**src/rdir_pkg.sv**
```systemverilog
// ============================================================================
// rdir_pkg
// Shared widths, types, constants and helpers of the refraction block.
// ============================================================================
`default_nettype none

package rdir_pkg;

    // Fixed-point formats of the component fields
    localparam int COMPONENT_WIDTH = 16;
    localparam int FRACTION_BITS   = 14;
    localparam int ONE_FIX         = 1 << FRACTION_BITS;

    // Index of refraction is Q2.12; values below one are raised to one
    localparam int IOR_FRACTION = 12;
    localparam int IOR_ONE      = 1 << IOR_FRACTION;

    // Configuration port
    localparam int CFG_IDX_W  = 1;
    localparam int CFG_DATA_W = 15;
    localparam logic [CFG_IDX_W-1:0] REG_KT  = 1'd0;
    localparam logic [CFG_IDX_W-1:0] REG_IOR = 1'd1;

    // Pipeline depths
    localparam int SQRT_STAGES = 15;
    localparam int DIV_QBITS   = 16;
    localparam int DIV_STAGES  = DIV_QBITS + 1;

    typedef logic signed [COMPONENT_WIDTH-1:0] comp_t;
    typedef comp_t [2:0]                        vec_t;
    typedef logic [14:0]                        unit_t;   // 0 .. 1.0
    typedef logic [14:0]                        kt_t;
    typedef logic [13:0]                        ior_t;
    typedef logic [17:0]                        rval_t;   // 1/eta or eta, Q16
    typedef logic [19:0]                        r2_t;     // r squared, Q16
    typedef logic [34:0]                        amul_t;   // kt * r2
    typedef logic [16:0]                        crs_t;    // c * r, Q14
    typedef logic signed [17:0]                 vr_t;     // v * r, Q14
    typedef vr_t [2:0]                          vrvec_t;

    // Per-configuration coefficients, both orientations
    typedef struct packed {
        rval_t r_nf;
        r2_t   r2_nf;
        amul_t a_nf;
        rval_t r_f;
        r2_t   r2_f;
        amul_t a_f;
    } coef_t;

    // Operands carried alongside the square root
    typedef struct packed {
        logic   tir;
        crs_t   crs;
        vrvec_t vr;
        vec_t   m;
        vec_t   n;
        amul_t  a;
    } side_t;

    typedef struct packed {
        unit_t temp;
        side_t side;
    } front_t;

    typedef struct packed {
        unit_t c2;
        side_t side;
    } root_t;

    typedef struct packed {
        logic        tir;
        vec_t        w;
        logic [15:0] b;
        amul_t       a;
    } quot_in_t;

    typedef struct packed {
        logic tir;
        vec_t w;
    } quot_side_t;

    typedef struct packed {
        vec_t        w;
        logic [15:0] scale;
        logic        tir;
        logic        sat;
    } result_t;

    // Saturate to [-1.0, +1.0]
    function automatic comp_t sat_unit(input logic signed [22:0] x);
        comp_t y;
        if (x > 23'(ONE_FIX))
            y = comp_t'(ONE_FIX);
        else if (x < -23'(ONE_FIX))
            y = -comp_t'(ONE_FIX);
        else
            y = x[COMPONENT_WIDTH-1:0];
        return y;
    endfunction

endpackage

`default_nettype wire

```
**src/rdir_sqrt.sv**
```systemverilog
// ============================================================================
// rdir_sqrt
// Pipelined floor square root of the radicand, one root bit per stage.
// ============================================================================
`default_nettype none

module rdir_sqrt
    import rdir_pkg::*;
(
    input  logic   clk,
    input  logic   rst_n,
    input  logic   in_valid,
    output logic   in_ready,
    input  front_t in_data,
    output logic   out_valid,
    input  logic   out_ready,
    output root_t  out_data
);

    localparam int NS = SQRT_STAGES;

    logic        v_reg   [NS];
    logic        en      [NS];
    unit_t       res_reg [NS];
    logic [29:0] rem_reg [NS];
    side_t       side_reg[NS];

    assign en[NS-1] = !v_reg[NS-1] || out_ready;
    assign in_ready = en[0];

    always_ff @(posedge clk or negedge rst_n)
    begin
        if (!rst_n)
        begin
            for (int i = 0; i < NS; i++)
                v_reg[i] <= 1'b0;
        end
        else
        begin
            if (en[0])
                v_reg[0] <= in_valid;
            for (int i = 1; i < NS; i++)
                if (en[i])
                    v_reg[i] <= v_reg[i-1];
        end
    end

    for (genvar s = 0; s < NS; s++)
    begin : g_stage
        localparam int J = NS - 1 - s;

        unit_t       res_in;
        logic [29:0] rem_in;
        side_t       side_in;
        logic        v_in;
        logic [30:0] trial;
        logic        take;

        if (s == 0)
        begin : g_first
            assign res_in  = '0;
            assign rem_in  = 30'({in_data.temp, {FRACTION_BITS{1'b0}}});
            assign side_in = in_data.side;
            assign v_in    = in_valid;
        end
        else
        begin : g_next
            assign res_in  = res_reg[s-1];
            assign rem_in  = rem_reg[s-1];
            assign side_in = side_reg[s-1];
            assign v_in    = v_reg[s-1];
        end

        if (s < NS - 1)
        begin : g_en
            assign en[s] = !v_reg[s] || en[s+1];
        end

        // (res + 2^J)^2 - res^2
        assign trial = (31'(res_in) << (J + 1)) + (31'd1 << (2 * J));
        assign take  = 31'(rem_in) >= trial;

        always_ff @(posedge clk)
        begin
            if (en[s] && v_in)
            begin
                res_reg[s]  <= take ? (res_in | unit_t'(1 << J)) : res_in;
                rem_reg[s]  <= take ? (rem_in - trial[29:0]) : rem_in;
                side_reg[s] <= side_in;
            end
        end
    end

    assign out_valid     = v_reg[NS-1];
    assign out_data.c2   = res_reg[NS-1];
    assign out_data.side = side_reg[NS-1];

endmodule

`default_nettype wire

```
**config.mk**
```make
export PLATFORM = sky130hd
export DESIGN_NAME = rdir_sqrt
export DESIGN_NICKNAME = d
export VERILOG_FILES = /design/src/rdir_pkg.sv /design/src/rdir_sqrt.sv
export SDC_FILE = /design/constraint.sdc
export NUM_CORES = 2
export LEC_CHECK = 0
export CORE_UTILIZATION = 67
export DETAILED_ROUTE_END_ITERATION = 10
export DONT_BUFFER_PORTS = 1
export PLACE_DENSITY = 0.83
export SETUP_SLACK_MARGIN = 0.4
export SYNTH_ARGS = -nofsm -noshare
export SYNTH_HDL_FRONTEND = slang
export SYNTH_SLANG_ARGS = --single-unit
```
**constraint.sdc**
```tcl
create_clock -name clk -period 26.6 [get_ports clk]
set_input_delay 1.33 -clock clk [delete_from_list [all_inputs] [get_ports clk]]
set_output_delay 1.33 -clock clk [all_outputs]
set_load 0.01 [all_outputs]
```
# Word-level counts from Yosys, hierarchy flattened
# Memories as Yosys holds them, arrays and structs flattened.
# Cells that the tools add are included.
# word_totals
mem_count	3
inputBits	222
mem_bits_rw	3720
out_inout_bits	220
reg_bits	15
# memory_table
name	words	width	read_ports	rd_clocked_by_memory_dff	wr	line_no	text
side_reg	15	203	15	0	15	rdir_sqrt.sv:26	side_t side_reg[NS];
rem_reg	15	30	14	0	15	rdir_sqrt.sv:25	logic [29:0] rem_reg [NS];
res_reg	15	15	15	0	15	rdir_sqrt.sv:24	unit_t res_reg [NS];
# classes
add_sub_neg	29
reduce_logical	45
order_cmp	15
muxes	60
# op_table
operator	count
two-way mux 30 bit	15
two-way mux 1 bit	31
adder 29 x 27 -> 30 bit, second input constant	1
greater-or-equal comparator 30 x 17 -> 1 bit	1
greater-or-equal comparator 30 x 18 -> 1 bit	1
greater-or-equal comparator 30 x 19 -> 1 bit	1
greater-or-equal comparator 30 x 20 -> 1 bit	1
greater-or-equal comparator 30 x 21 -> 1 bit	1
greater-or-equal comparator 30 x 22 -> 1 bit	1
greater-or-equal comparator 30 x 23 -> 1 bit	1
greater-or-equal comparator 30 x 24 -> 1 bit	1
greater-or-equal comparator 30 x 25 -> 1 bit	1
greater-or-equal comparator 30 x 26 -> 1 bit	1
greater-or-equal comparator 30 x 27 -> 1 bit	1
greater-or-equal comparator 30 x 28 -> 1 bit	1
greater-or-equal comparator 30 x 29 -> 1 bit	1
greater-or-equal comparator 30 bit	1
subtractor 29 x 29 -> 30 bit, second input constant	1
subtractor 30 x 17 -> 30 bit	1
subtractor 30 x 18 -> 30 bit	1
subtractor 30 x 19 -> 30 bit	1
subtractor 30 x 20 -> 30 bit	1
subtractor 30 x 21 -> 30 bit	1
subtractor 30 x 22 -> 30 bit	1
39 further kinds	81

# Longest topological paths before layout
# logic_depth
word_depth	19
depth_mapped	12

# Worst setup path after synthesis
# Ideal clock, no wire load.
# synth_path
kind	input -> register
from	input port out_ready
to	memory rem_reg[10][8], in the netlist rem_reg[1][68] (enable)
setup_slack_ns	13.770
arrival_time_ns	11.966
stages	4
path_cell_list	nor2b_1 -> nand3_1 -> nor2_1 -> nor2b_1
# synth_rtl
element	line_no	text
from (decl)	rdir_sqrt.sv:16	input logic out_ready,
to (decl)	rdir_sqrt.sv:25	

# Worst setup path in the final report
# layout_path
from	register v_reg, in the netlist out_valid
to	output port in_ready
# layout_via
elab_chain_len	16
# layout_lines
element	line_no	text
from (decl)	rdir_sqrt.sv:22	logic v_reg [NS];
from (signal, indexed assignment)	rdir_sqrt.sv:44	v_reg[i] <= v_reg[i-1];
logical NOT 1 bit	rdir_sqrt.sv:28	assign en[NS-1] = !v_reg[NS-1] || out_ready;
logical OR 1 bit	rdir_sqrt.sv:28	
logical OR 1 bit (14 in a row)	rdir_sqrt.sv:76	assign en[s] = !v_reg[s] || en[s+1];
to (decl)	rdir_sqrt.sv:13	output logic in_ready,
# No other way between the ends.

==> impl_results.md <==
- YS warnings: 0
- Cell area after synthesis: around 110000 um^2
- Xor/xnor cell area share of the yosys netlist: 0.0115
- Layout cells sized above 1: 0.104
- Placed cell count: 6867
- Total number of vias: approximately 44000
- Drt drc: 80
- CP Data Required Time: around 25000 ps
- CP Launch Type: flip-flop
- CP endpoint kind: output pin
- CTS tree: yes
- Number of iterations in the first detailed-routing pass: 9
- Status: finished, violations left
- Final core occ: 0.752
- # setup viols final: 0
- Root Buffer: clkbuf_16
- Commonest non-fill, non-tap cells in the layout: edfxtp_1 (3425), clkbuf_16 (330), inv_1 (151)
- H-tree Lvls: 5
- Starting Density: 0.675
- Post-DRT Antenna Nets: 0
- Mux contribution to synthesized area: 0.00376
- DR vias/cell: between 5 and 6
- Adder-cell share of the synthesized area: 0.0143
- Seq/Total Area, Yosys: 0.927
- Cell area after layout: approximately 120000 um^2
- Leakage Power: approximately 0.042 uW
- Post-Route WL: approximately 200000 um
- Total global routing track utilization: 0.243
- Initial antenna violation count: 13
- Rows: approximately 150
- Non-Filler Instances: ~7400
- Fin crit period: approximately 5300 ps
- First-pass GRT wire length: slightly below 300000 um
- Post-synth EDFFs: around 3400
- Routability Congestion: around 0.93
- Worst-path maximum fanout: 5
- Cts repair resizes: 0
- Hold Path Class: in -> async
- Syn_area_per_cell: ~24 um^2
- Initial DRC count: around 3800
- Die Y: 410 um
- Vias in the first global route: 45731
- Die Area: around 170000 um^2
- Clock Skew: 63.6 ps
- # Post-CTS Setup Buffers: 0
- Setup TNS Final: 0 ps
- Main combinational cell family by area after synthesis: simple AND/OR/NAND/NOR gates
- Core Footprint: about 160000 um^2
- Slew Limit Fails: 0
- Clock Pin Slew Worst Setup and Hold Paths: ~70 ps
- Die X: between 400 and 500 um
- Max-slew headroom: 0.0903
- Compound-Gate Fraction of Synth Area: 0.0165
- Total grt overflow: 0
- Area fraction in and, or, nand and nor cells after synthesis: 0.0210
- Failing checks: design-rule violations
- Power Density: approximately 100 nW/um^2
- Commonest non-fill, non-tap cell in the layout: edfxtp_1
- WHS: ~97 ps
- Latest clock arrival within the worst-skew pair: approximately 950 ps
- WL per Instance: approximately 27 um
- Data arrival, critical path: between 3000 and 4000 ps
- Pin count of the biggest net entering global routing: 149
- Slew @ Worst Pin: between 1000 and 1500 ps
- F_max: about 190 MHz
- CTS hold repair buffers: 0
- Max reg flops: just over 3000
- Fin. Hold Viols: 0
- Clock tree sinks: 3440
- Synthesis-to-layout area growth: 11.5%
- Port-buffer cells: 0
- Post-placement cell area: between 100000 and 150000 um^2
- DP HPWL: 103000 um
- MaxCap Viol Count: 0
- Peak supply drop: just under 0.1 mV
- Clock tree buffer depth: 4
- Share of synthesized flip-flops with an asynchronous set or reset: 0.00436
- RSZ-0062 raised after global routing: false
- Setup CP Type: reg -> out
- Primary FF master, synth: edfxtp_1
- Final Cycle Share: 0.198
- Top-Level Pins: ~440
- Synthesized flop and latch total: 3440
- Nets@finish: 5351
- Fill cells: a little over 8000
- Post-synth cell types: 74
- Syn Inst Count: about 4700
- Number of buffers created by CTS: 325
## where the power goes
group,internal [uW],switching [uW],total [uW],leakage (uW)
Sequential,7030,402,7430,0.0334
Clock,2410,1940,4360,0.00473
Combinational,216,585,802,0.00431
## cells by family after synthesis
| logic type | after synthesis |
|---|---|
| simple gates | 446 |
| xor+xnor | 145 |
| other cells | 1 |
| fa+ha+maj | 124 |
| mux | 38 |
| compound gates | 291 |
| flops | 3440 |
| buf+inv | 171 |
## per-layer routing
metal  track usage  share of wire
met2         0.442           0.55
met4        0.0960          0.039
met1         0.280           0.35
met5             0        0.00015
met3        0.0515          0.064
## stage by stage
stage / power, uW / setup slack (ps)
2_1_floorplan: 8050 / 13770
3_3_place_gp: 8180 / 21290
3_5_place_dp: 8290 / 21050
4_1_cts: 12700 / 21330
5_1_grt: 13000 / 21140
6_report: 12600 / 21330
## area by class of cell
cell class	instances	area, um^2	share of cell area
flip-flops and latches	3440	103000	0.832
clock inverters	152	1140	0.00915
multi-input cells	1046	7550	0.0608
well taps	2189	2740	0.0221
diodes	7	17.5	0.000141
clock buffers	398	8510	0.0686
inverters	152	571	0.00460
repair buffers	40	388	0.00312
## worst paths after layout
path / slack, ps / cells after the start / startpoint / to
worst min register to register: 370 / 0 / side_reg[1][1012] / side_reg[1][1215]
worst max-delay path: 21330 / 6 / out_valid / in_ready
min in group clk: 370 / 0 / side_reg[1][1012] / side_reg[1][1215]
worst min-delay path: 100 / 0 / rst_n / out_valid
max in group asynchronous: 26420 / 0 / rst_n / g_stage[3].v_in
worst max register to register: 21500 / 9 / out_valid / side_reg[0][111]
## synthesized netlist by cell type (all sizes together) (15+ instances only)
library cell / instances / share of area
a21o: 18 / 0.0012
a21oi: 97 / 0.0044
dfrtp: 15 / 0.0034
edfxtp: 3425 / 0.92
ha: 118 / 0.013
inv: 152 / 0.0051
mux2: 31 / 0.0031
nand2: 88 / 0.0030
nand2b: 27 / 0.0015
nand3: 26 / 0.0013
nor2: 115 / 0.0039
nor2b: 21 / 0.0012
nor3: 47 / 0.0023
nor4: 29 / 0.0020
o21a: 27 / 0.0018
o21ai: 63 / 0.0028
or2: 15 / 0.00087
xnor2: 81 / 0.0064
xor2: 64 / 0.0050
## worst max-delay path, cell delays in order, from the launching register on
cell     delay (ps)
dfrtp_1         400
nor2b_1         450
nand3_1         260
nor2_1          440
nand2_1         220
nor3_1          850
nand4_1         400
(Power assumes the default switching activity.)
