$ cat src/rdir_pkg.sv
// ============================================================================
// rdir_pkg
// Shared widths, types, constants and helpers of the refraction block.
// ============================================================================
`default_nettype none

package rdir_pkg;

    // Fixed-point formats of the component fields
    localparam int COMPONENT_WIDTH = 16;
    localparam int FRACTION_BITS   = 14;
    localparam int ONE_FIX         = 1 << FRACTION_BITS;

    // Index of refraction is Q2.12; values below one are raised to one
    localparam int IOR_FRACTION = 12;
    localparam int IOR_ONE      = 1 << IOR_FRACTION;

    // Configuration port
    localparam int CFG_IDX_W  = 1;
    localparam int CFG_DATA_W = 15;
    localparam logic [CFG_IDX_W-1:0] REG_KT  = 1'd0;
    localparam logic [CFG_IDX_W-1:0] REG_IOR = 1'd1;

    // Pipeline depths
    localparam int SQRT_STAGES = 15;
    localparam int DIV_QBITS   = 16;
    localparam int DIV_STAGES  = DIV_QBITS + 1;

    typedef logic signed [COMPONENT_WIDTH-1:0] comp_t;
    typedef comp_t [2:0]                        vec_t;
    typedef logic [14:0]                        unit_t;   // 0 .. 1.0
    typedef logic [14:0]                        kt_t;
    typedef logic [13:0]                        ior_t;
    typedef logic [17:0]                        rval_t;   // 1/eta or eta, Q16
    typedef logic [19:0]                        r2_t;     // r squared, Q16
    typedef logic [34:0]                        amul_t;   // kt * r2
    typedef logic [16:0]                        crs_t;    // c * r, Q14
    typedef logic signed [17:0]                 vr_t;     // v * r, Q14
    typedef vr_t [2:0]                          vrvec_t;

    // Per-configuration coefficients, both orientations
    typedef struct packed {
        rval_t r_nf;
        r2_t   r2_nf;
        amul_t a_nf;
        rval_t r_f;
        r2_t   r2_f;
        amul_t a_f;
    } coef_t;

    // Operands carried alongside the square root
    typedef struct packed {
        logic   tir;
        crs_t   crs;
        vrvec_t vr;
        vec_t   m;
        vec_t   n;
        amul_t  a;
    } side_t;

    typedef struct packed {
        unit_t temp;
        side_t side;
    } front_t;

    typedef struct packed {
        unit_t c2;
        side_t side;
    } root_t;

    typedef struct packed {
        logic        tir;
        vec_t        w;
        logic [15:0] b;
        amul_t       a;
    } quot_in_t;

    typedef struct packed {
        logic tir;
        vec_t w;
    } quot_side_t;

    typedef struct packed {
        vec_t        w;
        logic [15:0] scale;
        logic        tir;
        logic        sat;
    } result_t;

    // Saturate to [-1.0, +1.0]
    function automatic comp_t sat_unit(input logic signed [22:0] x);
        comp_t y;
        if (x > 23'(ONE_FIX))
            y = comp_t'(ONE_FIX);
        else if (x < -23'(ONE_FIX))
            y = -comp_t'(ONE_FIX);
        else
            y = x[COMPONENT_WIDTH-1:0];
        return y;
    endfunction

endpackage

`default_nettype wire

$ cat src/rdir_div.sv
// ============================================================================
// rdir_div
// Radiance scale a / (b * 2^8): overflow check, then one quotient bit per
// stage by restoring division. Saturates on overflow or a zero divisor.
// ============================================================================
`default_nettype none

module rdir_div
    import rdir_pkg::*;
(
    input  logic     clk,
    input  logic     rst_n,
    input  logic     in_valid,
    output logic     in_ready,
    input  quot_in_t in_data,
    output logic     out_valid,
    input  logic     out_ready,
    output result_t  out_data
);

    localparam int NS = DIV_STAGES;

    logic        v_reg    [NS];
    logic        en       [NS];
    amul_t       rem_reg  [NS];
    logic [23:0] bsh_reg  [NS];
    logic [15:0] q_reg    [NS];
    logic        ov_reg   [NS];
    quot_side_t  side_reg [NS];

    assign en[NS-1] = !v_reg[NS-1] || out_ready;
    assign in_ready = en[0];

    always_ff @(posedge clk or negedge rst_n)
    begin
        if (!rst_n)
        begin
            for (int i = 0; i < NS; i++)
                v_reg[i] <= 1'b0;
        end
        else
        begin
            if (en[0])
                v_reg[0] <= in_valid;
            for (int i = 1; i < NS; i++)
                if (en[i])
                    v_reg[i] <= v_reg[i-1];
        end
    end

    for (genvar s = 0; s < NS; s++)
    begin : g_stage
        if (s < NS - 1)
        begin : g_en
            assign en[s] = !v_reg[s] || en[s+1];
        end

        if (s == 0)
        begin : g_check
            logic [23:0] bsh;
            assign bsh = {in_data.b, 8'h00};

            // quotient above 16 bits, or zero divisor
            always_ff @(posedge clk)
            begin
                if (en[0] && in_valid)
                begin
                    rem_reg[0]      <= in_data.a;
                    bsh_reg[0]      <= bsh;
                    q_reg[0]        <= '0;
                    ov_reg[0]       <= 24'(in_data.a[34:16]) >= bsh;
                    side_reg[0].tir <= in_data.tir;
                    side_reg[0].w   <= in_data.w;
                end
            end
        end
        else
        begin : g_bit
            localparam int J = NS - 1 - s;

            logic [39:0] trial;
            logic        take;

            assign trial = 40'(bsh_reg[s-1]) << J;
            assign take  = !ov_reg[s-1] && (40'(rem_reg[s-1]) >= trial);

            always_ff @(posedge clk)
            begin
                if (en[s] && v_reg[s-1])
                begin
                    rem_reg[s]  <= take ? (rem_reg[s-1] - trial[34:0]) : rem_reg[s-1];
                    bsh_reg[s]  <= bsh_reg[s-1];
                    q_reg[s]    <= {q_reg[s-1][14:0], take};
                    ov_reg[s]   <= ov_reg[s-1];
                    side_reg[s] <= side_reg[s-1];
                end
            end
        end
    end

    // Result select: zero on internal reflection, full scale on overflow
    always_comb
    begin
        out_data.w   = side_reg[NS-1].w;
        out_data.tir = side_reg[NS-1].tir;
        out_data.sat = !side_reg[NS-1].tir && ov_reg[NS-1];
        if (side_reg[NS-1].tir)
            out_data.scale = '0;
        else if (ov_reg[NS-1])
            out_data.scale = '1;
        else
            out_data.scale = q_reg[NS-1];
    end

    assign out_valid = v_reg[NS-1];

endmodule

`default_nettype wire

$ cat config.mk
export PLATFORM = sky130hd
export DESIGN_NAME = rdir_div
export DESIGN_NICKNAME = d
export VERILOG_FILES = /design/src/rdir_pkg.sv /design/src/rdir_div.sv
export SDC_FILE = /design/constraint.sdc
export NUM_CORES = 2
export LEC_CHECK = 0
export ABC_CLOCK_PERIOD_IN_PS = 29300
export BUFFER_PORTS_ARGS = -buffer_cell sky130_fd_sc_hd__buf_2
export CORE_MARGIN = 3
export CORE_UTILIZATION = 39
export CTS_CLUSTER_DIAMETER = 120
export DETAILED_ROUTE_END_ITERATION = 10
export SETUP_SLACK_MARGIN = 0.1
export SYNTH_ARGS = -nofsm -noshare
export SYNTH_HDL_FRONTEND = slang
export SYNTH_SLANG_ARGS = --single-unit
$ cat constraint.sdc
create_clock -name clk -period 29.3 [get_ports clk]
set_input_delay 2.93 -clock clk [delete_from_list [all_inputs] [get_ports clk]]
set_output_delay 2.93 -clock clk [all_outputs]
set_load 0.1 [all_outputs]
# Yosys cells after proc, flatten, opt, wreduce, memory -nomap -nowiden
# Memories as Yosys holds them, arrays and structs flattened.
# Cells that the tools add are included.
[totals]
regBits = 17
ram_bits = 2125
word_cells = 192
mem_count = 5
[mem_list]
columns = ["name", "words", "word_bits", "rd", "rd_clocked_by_memory_dff", "write_ports", "line_no", "source"]
rows = [
  ["side_reg", 17, 49, 17, 0, 17, "rdir_div.sv:29", "quot_side_t side_reg [NS];"],
  ["rem_reg", 17, 35, 16, 0, 17, "rdir_div.sv:25", "amul_t rem_reg [NS];"],
  ["bsh_reg", 17, 24, 16, 0, 17, "rdir_div.sv:26", "logic [23:0] bsh_reg [NS];"],
  ["q_reg", 17, 16, 17, 0, 17, "rdir_div.sv:27", "logic [15:0] q_reg [NS];"],
  ["ov_reg", 17, 1, 17, 0, 17, "rdir_div.sv:28", "logic ov_reg [NS];"],
]
[classes]
add_sub_neg = 16
magnitude_cmp = 17
n_mux = 52
reduce_logical = 85
[ops]
columns = ["op", "count"]
rows = [
  ["two-way mux 35 bit", 16],
  ["subtractor 35 bit", 5],
  [">= comparator 35 x 39 -> 1 bit", 1],
  [">= comparator 35 x 38 -> 1 bit", 1],
  [">= comparator 35 x 37 -> 1 bit", 1],
  [">= comparator 35 x 36 -> 1 bit", 1],
  [">= comparator 35 x 24 -> 1 bit", 1],
  [">= comparator 35 x 25 -> 1 bit", 1],
  [">= comparator 35 x 26 -> 1 bit", 1],
  [">= comparator 35 x 27 -> 1 bit", 1],
  [">= comparator 35 x 28 -> 1 bit", 1],
  [">= comparator 35 x 29 -> 1 bit", 1],
  [">= comparator 35 x 30 -> 1 bit", 1],
  [">= comparator 35 x 31 -> 1 bit", 1],
  [">= comparator 35 x 32 -> 1 bit", 1],
  [">= comparator 35 x 33 -> 1 bit", 1],
  [">= comparator 35 x 34 -> 1 bit", 1],
  [">= comparator 35 bit", 1],
  ["subtractor 35 x 24 -> 35 bit", 1],
  ["subtractor 35 x 25 -> 35 bit", 1],
  ["subtractor 35 x 26 -> 35 bit", 1],
  ["subtractor 35 x 27 -> 35 bit", 1],
  ["subtractor 35 x 28 -> 35 bit", 1],
  ["subtractor 35 x 29 -> 35 bit", 1],
  ["11 further kinds", 127],
]

# Logic depth before layout (Yosys ltp)
[depth]
ltp_word = 21
mapped_depth = 13
mapped_depth_nobuf = 12

# Worst setup path before layout
# Ideal clock, no wire load.
[synth_timing]
path_type = "in2reg"
start = "input out_ready"
end = "memory bsh_reg[6][8] (netlist: bsh_reg[0][152]) (enable)"
setup_time_ns = 0.736
arrival_time_ns = 11.472
required_time_ns = 28.564
path_slack_ns = 17.092
stages = 7
n_path_buf = 0
cell_sequence = "nand4b_1 -> inv_1 -> and3_1 -> nand3_1 -> nor2_1 -> and3_1 -> a21boi_0"
[synth_rtl]
columns = ["item", "line_no", "source"]
rows = [
  ["start: declaration", "rdir_div.sv:17", "input logic out_ready,"],
  ["end: declaration", "rdir_div.sv:26", ""],
]

# Worst setup path after layout
[layout_timing]
start = "input out_ready"
end = "output in_ready"
[layout_via]
elab_chain_cells = 17
[layout_rtl]
columns = ["item", "line_no", "source"]
rows = [
  ["logical OR 1 bit", "rdir_div.sv:31", "assign en[NS-1] = !v_reg[NS-1] || out_ready;"],
  ["logical OR 1 bit (16 in series)", "rdir_div.sv:55", "assign en[s] = !v_reg[s] || en[s+1];"],
  ["end: declaration", "rdir_div.sv:14", "output logic in_ready,"],
]
# No other way between the ends.

==> impl_metrics.py <==
metrics = {
    "floorplanning": {
        "core_um2": 183300,
        "boundaryPins": 172,
        "fp.dieArea_um2": 189800,
        "num_rows": 157,
        "start_util": 0.3928,
        "die_h_um": 435.7,
        "die_x_um": 435.7,
    },
    "timing": {
        "min_period_over_period": 0.2791,
        "fmax_ghz": 0.1223,
        "timing.hold.ws_ns": 0.4077,
        "setup_viol": 0,
        "hold_viol_final": 0,
        "tns_ns": 0,
        "slew_headroom": 0.2707,
        "tightest_slew_ns": 1.094,
        "rsz0062_at_grt": "false",
        "maxSlewViolCount": 0,
        "fin_crit_ns": 8.179,
        "skew_ns": 0.01854,
    },
    "clocking": {
        "clockBufferDepth": 3,
        "numClockSinks": 1819,
        "path_clk_slew_ns": 0.06,
        "clock_latency_ns": 0.79,
        "cts_tree": "built",
        "ctsResizeCount": 0,
        "post_cts_buffers": 0,
        "htree_levels": 4,
        "cts_hold_buf": 0,
        "cts_buffers": 173,
        "cts_root_buf": "clkbuf_16",
    },
    "drt": {
        "dr_wl_met3_um": 4036,
        "wl_per_cell_um": 17.57,
        "viasPerCell": 4.820,
        "num_vias": 35050,
        "drtIter0Drc": 2211,
        "wl_met2_um": 63730,
        "firstDrtPassIters": 5,
        "routed.top_layer": "met4",
        "wl_met1_um": 54430,
        "postRouteWirelength_um": 127800,
        "ant_nets": 0,
        "drc": 0,
    },
    "setup_path": {
        "worst_ep_arrival_time_ns": 5.25,
        "timing.rr.start": "rem_reg[0][399]",
        "rr_endpoint": "rem_reg[0][442]",
        "cp_max_fo": 5,
        "cp-start-kind": "input pin",
        "r2r_setup_slack_ns": 25.39,
        "critical_path_required_ns": 26.37,
        "reg2regPathDepth": 9,
        "critPathKind": "in -> out",
        "worstSetupEndpointType": "output pin",
    },
    "power": {
        "ir_drop_v": 0.00006590,
        "power.leakage_nw": 29.86,
        "powerDensity_nw_per_um2": 84.40,
    },
    "global_routing": {
        "grt_max_degree": 79,
        "track_usage": 0.1339,
        "grt_overflow": 0,
        "grt_pass1_vias": 35870,
        "grt_pass1_wl_um": 200300,
        "grt_antenna_before_repair": 5,
    },
    "logic_synthesis": {
        "ys_seq_elements": 1819,
        "synth_most_common_cell": "edfxtp_1",
        "syn_avg_cell_area_um2": 16.47,
        "syn_inst": 4371,
        "synth_commonest_cells": "edfxtp_1, inv_1, ha_1",
        "ys_top_cells_by_area": "edfxtp_1, ha_1, inv_1, mux2_2, xnor2_1",
        "ys_types": 92,
        "synth_edf_count": 1802,
        "seq_area_frac_synth": 0.7575,
        "syn_area_um2": 72000,
        "ys.flop_type": "edfxtp_1",
        "synthesis.nets": 4747,
        "synth_top_cell_by_area": "edfxtp_1",
        "yosysTopAreaCellShare": 0.7516,
        "async_reset_ff_frac": 0.009346,
        "yosysWarnings": 0,
    },
    "layout": {
        "area_growth_pct": 13.23,
        "final_nets": 5037,
        "largest_reg_flops": 833,
        "n_antenna_cell": 0,
        "drive_gt1_frac": 0.1346,
        "fin_util": 0.4448,
        "stdcell_area_um2": 81530,
    },
    "status": {
        "status": "finished, final reports clean",
    },
    "min_path": {
        "hold_path_startpoint": "side_reg[0][76]",
        "hold_class": "reg -> reg",
        "hold_path_depth": 0,
        "min_to": "side_reg[0][125]",
    },
    "run": {
        "drv_cap": 0,
    },
    "placed_design": {
        "post_dp_cell_area_um2": 75730,
        "gp_congestion": 0.8925,
        "port_buffers": 171,
        "place.detailed.hpwl_um": 93140,
    },
}
[worst max-delay path, cell delays in order]
cell      delay [ns]
buf_2           0.11
nand4b_1        0.21
inv_1           0.10
and3_1          0.35
nand3_1         0.25
nor3_1          0.25
buf_4           0.21
and3_1          0.31
nand4_1         0.18
buf_2           0.33
[layout by cell type, fill, tap and decap left out, drive strengths merged, types with 148 or more instances in the layout]
cell and instances:
clkbuf 207, edfxtp 1802, o21ai 203, a21oi 148, buf 208, ha 257
nor2 165, inv 344, nand2 210
[report_power, final]
part	internal (mW)	switching [mW]
Clock	1.30	0.940
Combinational	0.388	0.736
Sequential	3.35	0.163
Total	5.04	1.84
[logic make-up (layout without fill, tap and decap cells)]
kind of cell / after synthesis / in the layout / share of synthesized area
flops: 1819 / 1819 / 0.7575
compound gates: 652 / 652 / 0.05884
buf+inv: 423 / 859 / 0.02562
mux: 128 / 128 / 0.02040
xor+xnor: 209 / 209 / 0.02553
simple gates: 868 / 868 / 0.06329
fa+ha+maj: 272 / 272 / 0.04883
[routing by layer]
layer	up-vias	GRT usage
met5	-	0
met4	0	0.06271
met3	289	0.02178
met2	645	0.2332
met1	16950	0.1626
li1	17160	-
[area by class of cell]
class | count | area (um^2)
Clock inverter | 114 | 1295
Timing Repair Buffer | 208 | 1134
Tap cell | 2464 | 3083
Inverter | 330 | 1239
Sequential cell | 1819 | 54540
Clock buffer | 207 | 4498
Fill cell | 15750 | 101800
Multi-Input combinational cell | 2129 | 15740
[worst max-delay path by stage]
stage / startpoint / endpoint / slack, ns / depth (start not counted)
after floorplan: out_ready / bsh_reg[0][152] / 17.09 / 7
after global placement: out_ready / in_ready / 21.12 / 10
after detailed placement: out_ready / in_ready / 21.15 / 10
after CTS: out_ready / in_ready / 21.14 / 10
after global routing: out_ready / in_ready / 20.96 / 10
final: out_ready / in_ready / 21.12 / 10
[stage by stage]
stage                     total power [mW]  worst slack [ns]  instances
after global routing                 7.212             20.96       7271
after global placement               4.679             21.12       6950
after detailed placement             4.707             21.15       6950
final                                6.881             21.12       7271
after CTS                            6.964             21.14       7271
after floorplan                      4.432             17.09       4371
No activity file was read; power rests on OpenSTA's default activity.
