**src/rdir_pkg.sv**
```systemverilog
// ============================================================================
// rdir_pkg
// Shared widths, types, constants and helpers of the refraction block.
// ============================================================================
`default_nettype none

package rdir_pkg;

    // Fixed-point formats of the component fields
    localparam int COMPONENT_WIDTH = 16;
    localparam int FRACTION_BITS   = 14;
    localparam int ONE_FIX         = 1 << FRACTION_BITS;

    // Index of refraction is Q2.12; values below one are raised to one
    localparam int IOR_FRACTION = 12;
    localparam int IOR_ONE      = 1 << IOR_FRACTION;

    // Configuration port
    localparam int CFG_IDX_W  = 1;
    localparam int CFG_DATA_W = 15;
    localparam logic [CFG_IDX_W-1:0] REG_KT  = 1'd0;
    localparam logic [CFG_IDX_W-1:0] REG_IOR = 1'd1;

    // Pipeline depths
    localparam int SQRT_STAGES = 15;
    localparam int DIV_QBITS   = 16;
    localparam int DIV_STAGES  = DIV_QBITS + 1;

    typedef logic signed [COMPONENT_WIDTH-1:0] comp_t;
    typedef comp_t [2:0]                        vec_t;
    typedef logic [14:0]                        unit_t;   // 0 .. 1.0
    typedef logic [14:0]                        kt_t;
    typedef logic [13:0]                        ior_t;
    typedef logic [17:0]                        rval_t;   // 1/eta or eta, Q16
    typedef logic [19:0]                        r2_t;     // r squared, Q16
    typedef logic [34:0]                        amul_t;   // kt * r2
    typedef logic [16:0]                        crs_t;    // c * r, Q14
    typedef logic signed [17:0]                 vr_t;     // v * r, Q14
    typedef vr_t [2:0]                          vrvec_t;

    // Per-configuration coefficients, both orientations
    typedef struct packed {
        rval_t r_nf;
        r2_t   r2_nf;
        amul_t a_nf;
        rval_t r_f;
        r2_t   r2_f;
        amul_t a_f;
    } coef_t;

    // Operands carried alongside the square root
    typedef struct packed {
        logic   tir;
        crs_t   crs;
        vrvec_t vr;
        vec_t   m;
        vec_t   n;
        amul_t  a;
    } side_t;

    typedef struct packed {
        unit_t temp;
        side_t side;
    } front_t;

    typedef struct packed {
        unit_t c2;
        side_t side;
    } root_t;

    typedef struct packed {
        logic        tir;
        vec_t        w;
        logic [15:0] b;
        amul_t       a;
    } quot_in_t;

    typedef struct packed {
        logic tir;
        vec_t w;
    } quot_side_t;

    typedef struct packed {
        vec_t        w;
        logic [15:0] scale;
        logic        tir;
        logic        sat;
    } result_t;

    // Saturate to [-1.0, +1.0]
    function automatic comp_t sat_unit(input logic signed [22:0] x);
        comp_t y;
        if (x > 23'(ONE_FIX))
            y = comp_t'(ONE_FIX);
        else if (x < -23'(ONE_FIX))
            y = -comp_t'(ONE_FIX);
        else
            y = x[COMPONENT_WIDTH-1:0];
        return y;
    endfunction

endpackage

`default_nettype wire

```
**src/rdir_coef.sv**
```systemverilog
// ============================================================================
// rdir_coef
// Configuration registers and the coefficient builder: reciprocal of the
// index by restoring division, then squares and kt products on one multiplier.
// ============================================================================
`default_nettype none

module rdir_coef
    import rdir_pkg::*;
(
    input  logic                  clk,
    input  logic                  rst_n,
    input  logic                  cfg_valid,
    output logic                  cfg_ready,
    input  logic [CFG_IDX_W-1:0]  cfg_index,
    input  logic [CFG_DATA_W-1:0] cfg_data,
    output coef_t                 coef,
    output logic                  busy
);

    typedef enum logic [3:0] {
        ST_LOAD = 4'b0001,
        ST_DIV  = 4'b0010,
        ST_MUL  = 4'b0100,
        ST_IDLE = 4'b1000
    } coef_state_t;

    coef_state_t state_reg, state_next;
    logic [4:0]  cnt_reg, cnt_next;
    kt_t         kt_reg;
    ior_t        ior_reg;
    logic [28:0] drem_reg, drem_next;
    logic [16:0] dq_reg, dq_next;
    r2_t         r2nf_reg, r2f_reg;
    amul_t       anf_reg, af_reg;

    ior_t        iorc;
    rval_t       rf;
    logic [29:0] dtrial;
    logic        dtake;
    logic [19:0] mul_a, mul_b;
    logic [39:0] prod;

    // Clamped index and the exact flipped reciprocal
    assign iorc = (ior_reg < ior_t'(IOR_ONE)) ? ior_t'(IOR_ONE) : ior_reg;
    assign rf   = {iorc, 4'b0000};

    // One quotient bit per cycle
    assign dtrial = 30'(iorc) << cnt_reg;
    assign dtake  = 30'(drem_reg) >= dtrial;

    // Shared multiplier operands
    always_comb
    begin
        case (cnt_reg[1:0])
            2'd0:
            begin
                mul_a = 20'(dq_reg);
                mul_b = 20'(dq_reg);
            end
            2'd1:
            begin
                mul_a = 20'(rf);
                mul_b = 20'(rf);
            end
            2'd2:
            begin
                mul_a = 20'(kt_reg);
                mul_b = r2nf_reg;
            end
            default:
            begin
                mul_a = 20'(kt_reg);
                mul_b = r2f_reg;
            end
        endcase
    end
    assign prod = mul_a * mul_b;

    // Sequencer
    always_comb
    begin
        state_next = state_reg;
        cnt_next   = cnt_reg;
        drem_next  = drem_reg;
        dq_next    = dq_reg;
        case (state_reg)
            ST_LOAD:
            begin
                drem_next  = 29'd1 << 28;
                dq_next    = '0;
                cnt_next   = 5'd16;
                state_next = ST_DIV;
            end
            ST_DIV:
            begin
                if (dtake)
                    drem_next = drem_reg - dtrial[28:0];
                dq_next = {dq_reg[15:0], dtake};
                if (cnt_reg == 5'd0)
                    state_next = ST_MUL;
                else
                    cnt_next = cnt_reg - 5'd1;
            end
            ST_MUL:
            begin
                if (cnt_reg == 5'd3)
                begin
                    cnt_next   = '0;
                    state_next = ST_IDLE;
                end
                else
                begin
                    cnt_next = cnt_reg + 5'd1;
                end
            end
            ST_IDLE:
            begin
                if (cfg_valid)
                    state_next = ST_LOAD;
            end
            default:
            begin
                state_next = ST_LOAD;
            end
        endcase
    end

    always_ff @(posedge clk or negedge rst_n)
    begin
        if (!rst_n)
        begin
            state_reg <= ST_LOAD;
            cnt_reg   <= '0;
            kt_reg    <= kt_t'(2458);
            ior_reg   <= ior_t'(6144);
        end
        else
        begin
            state_reg <= state_next;
            cnt_reg   <= cnt_next;
            if (cfg_valid && cfg_ready)
            begin
                case (cfg_index)
                    REG_KT:  kt_reg  <= cfg_data[14:0];
                    REG_IOR: ior_reg <= cfg_data[13:0];
                    default: ;
                endcase
            end
        end
    end

    // Datapath registers
    always_ff @(posedge clk)
    begin
        drem_reg <= drem_next;
        dq_reg   <= dq_next;
        if (state_reg == ST_MUL)
        begin
            case (cnt_reg[1:0])
                2'd0:    r2nf_reg <= prod[35:16];
                2'd1:    r2f_reg  <= prod[35:16];
                2'd2:    anf_reg  <= prod[34:0];
                default: af_reg   <= prod[34:0];
            endcase
        end
    end

    assign cfg_ready  = (state_reg == ST_IDLE);
    assign busy       = (state_reg != ST_IDLE);
    assign coef.r_nf  = rval_t'(dq_reg);
    assign coef.r2_nf = r2nf_reg;
    assign coef.a_nf  = anf_reg;
    assign coef.r_f   = rf;
    assign coef.r2_f  = r2f_reg;
    assign coef.a_f   = af_reg;

endmodule

`default_nettype wire

```
**config.mk**
```make
export PLATFORM = sky130hd
export DESIGN_NAME = rdir_coef
export DESIGN_NICKNAME = d
export VERILOG_FILES = /design/src/rdir_pkg.sv /design/src/rdir_coef.sv
export SDC_FILE = /design/constraint.sdc
export NUM_CORES = 1
export LEC_CHECK = 0
export BUFFER_PORTS_ARGS = -buffer_cell sky130_fd_sc_hd__buf_2
export CELL_PAD_IN_SITES_DETAIL_PLACEMENT = 0
export CELL_PAD_IN_SITES_GLOBAL_PLACEMENT = 1
export CORE_UTILIZATION = 40
export DETAILED_ROUTE_END_ITERATION = 10
export GPL_ROUTABILITY_DRIVEN = 0
export MAX_ROUTING_LAYER = met4
export PLACE_DENSITY_LB_ADDON = 0.1
export SYNTH_ARGS = -nofsm -noshare
export SYNTH_HDL_FRONTEND = slang
export SYNTH_SLANG_ARGS = --single-unit
```
**constraint.sdc**
```tcl
create_clock -name clk -period 13.25 [get_ports clk]
set_clock_uncertainty 0.05 [all_clocks]
set_input_delay 0 -clock clk [delete_from_list [all_inputs] [get_ports clk]]
set_output_delay 0 -clock clk [all_outputs]
set_load 0.05 [all_outputs]
```
; Word level (Yosys, flattened, before mapping)
; Cells that the tools add are included.
[classes]
n_addsub = 3
multipliers = 1
n_lt_le_gt_ge = 2
n_eq_ne = 13
n_shift = 1
n_mux = 13
bitwise = 2
reduce_logical = 15
[op_table]
columns = operator, n
row1 = case mux 20 bit (3 select lines), 1
row2 = case mux 29 bit (2 select lines), 1
row3 = multiplier 20 x 20 -> 36 bit, 1
row4 = case mux 18 bit (2 select lines), 1
row5 = case mux 17 bit (2 select lines), 1
row6 = greater-or-equal comparator 29 x 30 -> 1 bit, 1
row7 = << shifter 14 x 5 -> 30 bit, 1
row8 = 2-to-1 mux 29 bit, 1
row9 = subtractor 29 bit, 1
row10 = case mux 4 bit (4 select lines), 1
row11 = AND reduction 2 bit, 8
row12 = case mux 5 bit (3 select lines), 1
row13 = < comparator 14 x 13 -> 1 bit (second input constant), 1
row14 = 2-to-1 mux 14 bit, 1
row15 = 2-to-1 mux 4 bit, 3
row16 = 2-to-1 mux 5 bit, 2
row17 = inequality test 2 bit (second input constant), 5
row18 = adder 5 x 1 -> 5 bit (second input constant), 1
row19 = equality test 5 x 2 -> 1 bit (second input constant), 1
row20 = logical NOT 5 bit, 1
row21 = subtractor 5 x 1 -> 5 bit (second input constant), 1
row22 = equality test 4 x 1 -> 1 bit (second input constant), 1
row23 = equality test 4 x 2 -> 1 bit (second input constant), 1
row24 = equality test 4 x 3 -> 1 bit (second input constant), 1
row25 = other kinds (11), 12
[totals]
register_bits = 194

; Longest topological paths before layout
; Gate-level depths: netlist of run 1.
[logic_depth]
word_depth = 6
depth_mapped = 31

; Worst setup path after synthesis of run 1
; No wires, ideal clock.
[synth_timing]
kind = reg-to-reg
from = register ior_reg[12]
to = register af_reg[32] (data pin)
arrival_ns = 7.490
required_ns = 13.044
setup_slack_ns = 5.554
path_stages_with_launch = 29
path_buffers = 3
period_less_slack_ns = 7.696
cell_sequence = dfstp_2 > buf_2 > or2_1 > clkbuf_1 > and2_1 > a22o_1 > a21oi_1 > nand2_1 > o21a_1 > clkbuf_1 > nand2_1 > fa_1 > fa_1 > inv_1 > fa_1 > fa_1 > fa_1 > inv_1 > fa_1 > inv_1 > ha_1 > a21o_1 > a21oi_2 > o21ai_2 > a31o_1 > a311oi_4 > o21ai_2 > or4b_1 > nand4b_1
[synth_lines]
columns = item, line
row1 = "start, declared", rdir_coef.sv:31  ; ior_t ior_reg;
row2 = "start signal, assigned", rdir_coef.sv:136  ; ior_reg <= ior_t'(6144);
row3 = "start signal, assigned", rdir_coef.sv:146  ; REG_IOR: ior_reg <= cfg_data[13:0];
row4 = "end signal, assigned", rdir_coef.sv:164  ; default: af_reg <= prod[34:0];
row5 = "end, declared", rdir_coef.sv:35  ; amul_t anf_reg, af_reg;

; Final worst setup path of run 1
[layout_timing]
from = register cnt_reg[0]
to = register r2f_reg[17] (data pin)
[layout_via]
elab_chain_len = 3
[layout_rtl]
columns = item, line
row1 = "start, declared", rdir_coef.sv:29  ; logic [4:0] cnt_reg, cnt_next;
row2 = "start signal, assigned", rdir_coef.sv:141  ; cnt_reg <= cnt_next;
row3 = "equality test 2 bit, or another cell as far along", rdir_coef.sv:55  ; case (cnt_reg[1:0])
row4 = case mux 20 bit (3 select lines) / case mux 18 bit (2 select lines) (equally long branches), rdir_coef.sv:55
row5 = multiplier 20 x 20 -> 36 bit *, rdir_coef.sv:78  ; assign prod = mul_a * mul_b;
row6 = net prod[33], rdir_coef.sv:42  ; logic [39:0] prod;
row7 = "end signal, assigned", rdir_coef.sv:162  ; 2'd1: r2f_reg <= prod[35:16];
row8 = "end, declared", rdir_coef.sv:34  ; r2_t r2nf_reg, r2f_reg;
; The timed path passes the listed nets; every way through them passes the cells marked *.
; A chain may end at the register's enable or synchronous reset.

==> results.py, run 1 <==
metrics = {
    "global_routing": {
        "grt_max_degree": 39,
        "antenna_found_initial": 0,
        "grt_pass1_wl_mm": 101,
        "grt_usage_pct": 26.4,
        "grt_pass1_vias": 16400,
        "grt_overflow_total": 0,
    },
    "timing": {
        "fin_crit_ps": 9720,
        "maxSlewHeadroom_pct": 17.0,
        "worst_pin_slew_ps": 1250,
        "finalCritPeriodShare_pct": 73.3,
        "timing.final.ws_setup_ps": 3530,
        "timing_max_transition_violations_final": 0,
        "max_freq_mhz": 103,
        "setup_tns_ps": 0,
        "finalSetupViolCount": 0,
        "hold_viol_final": 0,
        "rsz0062_at_grt": "no",
    },
    "logic_synthesis": {
        "avgSynthCellArea_um2": 9.62,
        "yosys.cell_types.count": 78,
        "synth_area_um2": 21000,
        "synth_seq_cells": 194,
        "synth_edf_count": 156,
        "synth_flop_cell": "edfxtp_1",
        "yosysWarnings": 0,
        "postSynthCellCount": 2188,
        "synth_seq_area_share_pct": 26.8,
        "async_flop_share_pct": 19.6,
    },
    "finish": {
        "num-nets-final": 2761,
        "final_cells": 3013,
        "layout_common_cells": "inv_1, nand2_1, fa_1, nor2_1, buf_2",
        "multi_input_area_um2": 13700,
        "fillers": 5040,
        "fin_area_um2": 23300,
        "layout_commonest_cell": "inv_1",
        "layout-drive-gt1-share_pct": 12.5,
        "regArea_um2": 5650,
        "area_delta_synth_final_pct": 10.9,
    },
    "setup_path": {
        "path_class": "register to register",
        "worstReg2RegStart": "cnt_reg[0]",
        "slowest_stage": "dfrtp_1",
        "crit_path_max_incr_delay_ps": 1040,
        "crit_fanout": 30,
        "arrival_ps": 9850,
        "required_ps": 13390,
        "critPathTopFamily": "adder cells",
        "cp-end-kind": "register",
        "worstSetupStartpoint": "cnt_reg[0]",
        "critPathBufInv": 6,
        "start_kind": "register",
    },
    "clock_tree": {
        "clk_latency_ps": 500,
        "h-tree-depth": 4,
        "clockBufferDepth": 2,
        "numCtsBuffers": 17,
        "cts-root-buf": "clkbuf_16",
        "tritoncts": "done",
        "cts_sinks": 194,
        "clk_pin_slew_ps": 90,
        "post_cts_resized": 0,
    },
    "min_path": {
        "hp-class": "input port to asynchronous set/reset pin",
    },
    "routing": {
        "wl_per_cell_um": 22.0,
        "drtAntennaViolNets": 0,
        "finalWirelength_mm": 66.2,
        "avgViaCountPerCell": 5.33,
        "drc_errors": 0,
        "firstDrtPassIters": 6,
        "dr_total_vias": 16100,
        "drtIter0Drc": 961,
    },
    "job": {
        "max-cap-violations": 0,
    },
    "floorplan": {
        "die-area_um2": 53500,
        "initial_utilization_pct": 40.8,
        "die_h_um": 231,
        "die_x_um": 231,
        "core_um2": 51600,
        "ios": 167,
        "fp-row-count": 83,
    },
    "placement": {
        "dp_hpwl_mm": 52.8,
        "portBuffers": 161,
        "dpl_worst_slack_ps": 3760,
        "placed_area_um2": 22600,
        "dp.cells": 2963,
    },
    "outcome": {
        "status": "completed",
    },
}
## cell usage after synthesis, types with 26 or more instances
| cell | count | area share, % |
|---|---|---|
| a21oi_1 | 86 | 2.0 |
| nand2_1 | 317 | 5.7 |
| nor2_1 | 208 | 3.7 |
| dfrtp_1 | 29 | 3.4 |
| a21o_1 | 35 | 1.2 |
| inv_1 | 354 | 6.3 |
| xnor2_1 | 35 | 1.5 |
| and2_1 | 41 | 1.2 |
| fa_1 | 288 | 27 |
| clkbuf_1 | 82 | 1.5 |
| mux2_2 | 39 | 2.1 |
| nand3_1 | 26 | 0.62 |
| o21ai_0 | 56 | 1.3 |
| edfxtp_1 | 156 | 22 |
| ha_1 | 135 | 8.0 |
## logic make-up (layout without fill, tap and decap cells)
family          count (synthesis)  in the layout  share of synthesized area, %
mux                            61             61                          3.37
compound gates                324            324                          10.3
fa+ha+maj                     423            423                          35.4
flops                         194            194                          26.8
xor+xnor                       48             48                          2.00
other cells                     1              6                        0.0178
simple gates                  683            683                          13.9
buf+inv                       454            594                          8.21
## cell type report
cell class              instances  area share, %
clock inverters                14          0.836
diodes                          1         0.0107
inverters                     357           5.74
multi-input cells            1544           58.7
well taps                     680           3.64
clock buffers                  18           1.84
repair buffers                205           5.05
flip-flops and latches        194           24.2
## worst reg2reg max path, delay by kind of cell (launching register included)
family | cells | cell delay, ps
adder cells (fa/ha/maj) | 8 | 3190
AO/OA/AOI/OAI | 7 | 2860
AND/OR/NAND/NOR | 3 | 1200
flip-flops | 1 | 1040
buffers and inverters | 6 | 840
multiplexers | 1 | 220
## routing by layer
metal,global-route usage (%),part of all wire [%]
met5,-,0
met4,7.37,2.5
met3,4.18,5.3
met2,41.9,47
met1,34.8,45
## worst paths after layout
path / to / slack, ps / depth (start not counted)
max: r2f_reg[17] / 3530 / 25
min: ior_reg[5] / 110 / 2
max reg2reg: r2f_reg[17] / 3530 / 25
min reg2reg: kt_reg[9] / 460 / 1
max in group asynchronous: kt_reg[12] / 12450 / 2
min in group clk: ior_reg[5] / 250 / 3
## stage by stage
step | utilization [%] | hold slack [ps]
after global routing | 45.2 | 188
final | 45.2 | 114
after global placement | 43.7 | 125
after floorplan | - | -346
after detailed placement | 43.7 | 136
after CTS | 45.2 | 110
## repair_timing
action                                 CTS  global route
hold buffers                            17             0
endpoints found under the hold margin   60             0
buffers inserted                         0             0
Power of run 1 is not shown: default switching activity piles up to over one toggle a cycle in this logic, so the estimate is an artifact.
==> run 2: changes to the inputs <==
--- a/config.mk
+++ b/config.mk
@@ -5,6 +5,7 @@
 export SDC_FILE = /design/constraint.sdc
 export NUM_CORES = 1
 export LEC_CHECK = 0
+export ABC_AREA = 1
 export BUFFER_PORTS_ARGS = -buffer_cell sky130_fd_sc_hd__buf_2
 export CELL_PAD_IN_SITES_DETAIL_PLACEMENT = 0
 export CELL_PAD_IN_SITES_GLOBAL_PLACEMENT = 1
==> constraint.sdc (replaced) <==
create_clock -name clk -period 8 [get_ports clk]
set_clock_uncertainty 0.05 [all_clocks]
set_input_delay 0 -clock clk [delete_from_list [all_inputs] [get_ports clk]]
set_output_delay 0 -clock clk [all_outputs]
set_load 0.05 [all_outputs]
==> results.py, run 2 <==
metrics = {
    "global_routing": {
        "grt_overflow_total": 0,
        "antenna_found_initial": 0,
        "grt_pass1_wl_mm": 115,
        "grt_usage_pct": 29.2,
        "grt_pass1_vias": 18100,
        "grt_max_degree": 39,
    },
    "logic_synthesis": {
        "synth_seq_area_share_pct": 26.0,
        "synth_top_cell_area_share_pct": 26.6,
        "synth_seq_cells": 194,
        "yosysWarnings": 0,
        "ys_top_cells_by_count": "nand2_1, inv_1, fa_1",
        "yosysMostFrequentCell": "nand2_1",
        "yosys.cell_types.count": 59,
        "synth_edf_count": 156,
        "async_flop_share_pct": 19.6,
        "avgSynthCellArea_um2": 8.38,
        "postSynthCellCount": 2587,
        "synth_flop_cell": "edfxtp_1",
        "synth_area_um2": 21700,
        "synth_top_area_cell": "fa_1",
        "synth_area_leaders": "fa_1, edfxtp_1, nand2_1, inv_1, ha_1",
    },
    "clock_tree": {
        "h-tree-depth": 4,
        "cts_setup_buffers": 0,
        "clk_pin_slew_ps": 90,
        "clockBufferDepth": 2,
        "numCtsBuffers": 17,
        "tritoncts": "done",
        "cts-root-buf": "clkbuf_16",
        "cts_sinks": 194,
        "clk_latency_ps": 500,
    },
    "timing": {
        "setup_tns_ps": 0,
        "maxSlewHeadroom_pct": 24.1,
        "finalSetupViolCount": 0,
        "finalCritPeriodShare_pct": 97.9,
        "worst_pin_slew_ps": 1140,
        "rsz0062_at_grt": "yes",
        "max_freq_mhz": 128,
        "hold_viol_final": 0,
        "timing_max_transition_violations_final": 0,
        "fin_crit_ps": 7830,
    },
    "floorplan": {
        "die_x_um": 235,
        "ios": 167,
        "die-area_um2": 55100,
        "fp-row-count": 84,
        "core_um2": 53100,
        "initial_utilization_pct": 40.8,
        "die_h_um": 235,
    },
    "finish": {
        "antennaDiodeCount": 0,
        "area_delta_synth_final_pct": 12.0,
        "layout_common_cells": "nand2_1, inv_1, fa_1, nor2_1, buf_2",
        "num-nets-final": 3221,
        "layout_commonest_cell": "nand2_1",
        "layout-drive-gt1-share_pct": 13.0,
    },
    "routing": {
        "wl_per_cell_um": 22.0,
        "dr_total_vias": 18100,
        "drtIter0Drc": 1446,
        "avgViaCountPerCell": 5.20,
        "finalWirelength_mm": 76.4,
        "drc_errors": 0,
        "drtAntennaViolNets": 0,
        "firstDrtPassIters": 6,
    },
    "outcome": {
        "status": "completed",
    },
    "setup_path": {
        "arrival_ps": 7950,
        "worstReg2RegStart": "cnt_reg[0]",
        "required_ps": 8130,
        "slowest_stage": "xor2_1",
        "worstSetupStartpoint": "cnt_reg[0]",
        "crit_fanout": 19,
        "path_class": "register to register",
        "crit_path_max_incr_delay_ps": 760,
        "cp-end-kind": "register",
        "start_kind": "register",
    },
    "placement": {
        "dp_hpwl_mm": 63.8,
        "portBuffers": 161,
    },
    "min_path": {
        "hp-start": "cfg_index",
        "hp-class": "input port to register",
    },
    "job": {
        "max-cap-violations": 0,
    },
}
run 2: cell type report:
cell class | instances | area, um2
multi-input combinational | 1750 | 13500
inverter | 566 | 2130
tap | 688 | 861
timing repair buffer | 250 | 1520
clock buffer | 17 | 425
fill | 5389 | 28800
sequential | 194 | 5650
clock inverter | 15 | 179
run 2: worst paths after layout:
check	endpoint	slack, ps	cells after the start
max	r2f_reg[2]	170	27
min	ior_reg[11]	40	3
max reg2reg	r2f_reg[2]	170	27
min reg2reg	ior_reg[11]	440	2
max in group asynchronous	state_reg[1]	7170	2
min in group asynchronous	kt_reg[2]	130	2
run 2: what timing repair did:
item	4_1_cts	5_1_grt
resized for setup	1	9
hold endpoints to repair	60	0
setup endpoints to repair	4	28
hold buffers	17	0
pin swaps	0	0
run 2: per-layer routing:
| layer | share of wire [%] | global-route usage [%] | up-vias |
|---|---|---|---|
| met2 | 43 | 41.2 | 723 |
| met3 | 8.5 | 6.73 | 83 |
| met1 | 46 | 41.3 | 8989 |
| li1 | - | - | 8297 |
| met4 | 3.0 | 9.09 | 0 |
| met5 | 0 | - | - |
run 2: cells by family after synthesis:
kind of cell / Yosys count / synth area share [%]
AOI/OAI and AO/OA: 296 / 7.75
other: 1 / 0.0173
muxes: 2 / 0.0981
buffers and inverters: 647 / 11.9
DFF: 194 / 26.0
adders and majority gates: 423 / 34.4
and+or+nand+nor: 991 / 18.5
xor gates and xnor gates: 33 / 1.33
run 2: critical path: cells and delay by family, from the launching register on:
| kind | cells | cell delay (ps) |
|---|---|---|
| xor gates and xnor gates | 1 | 760 |
| adders and majority gates | 8 | 3730 |
| AOI/OAI and AO/OA | 3 | 890 |
| DFF | 1 | 390 |
| buffers and inverters | 10 | 1170 |
| and+or+nand+nor | 5 | 530 |
run 2: stage by stage:
step / cells / cell area (um2) / hold slack, ps / worst slack, ps / util (%)
floorplan: 2591 / 21700 / -346 / 1110 / -
global placement: 3431 / 23500 / 143 / 61.4 / 44.2
detailed placement: 3431 / 23500 / 146 / -18.6 / 44.2
CTS: 3480 / 24200 / 17.1 / 75.5 / 45.7
global route: 3480 / 24300 / 86.9 / -68.6 / 45.8
finish: 3480 / 24300 / 39.1 / 171 / 45.8
Power of run 2 is left out for the same reason.
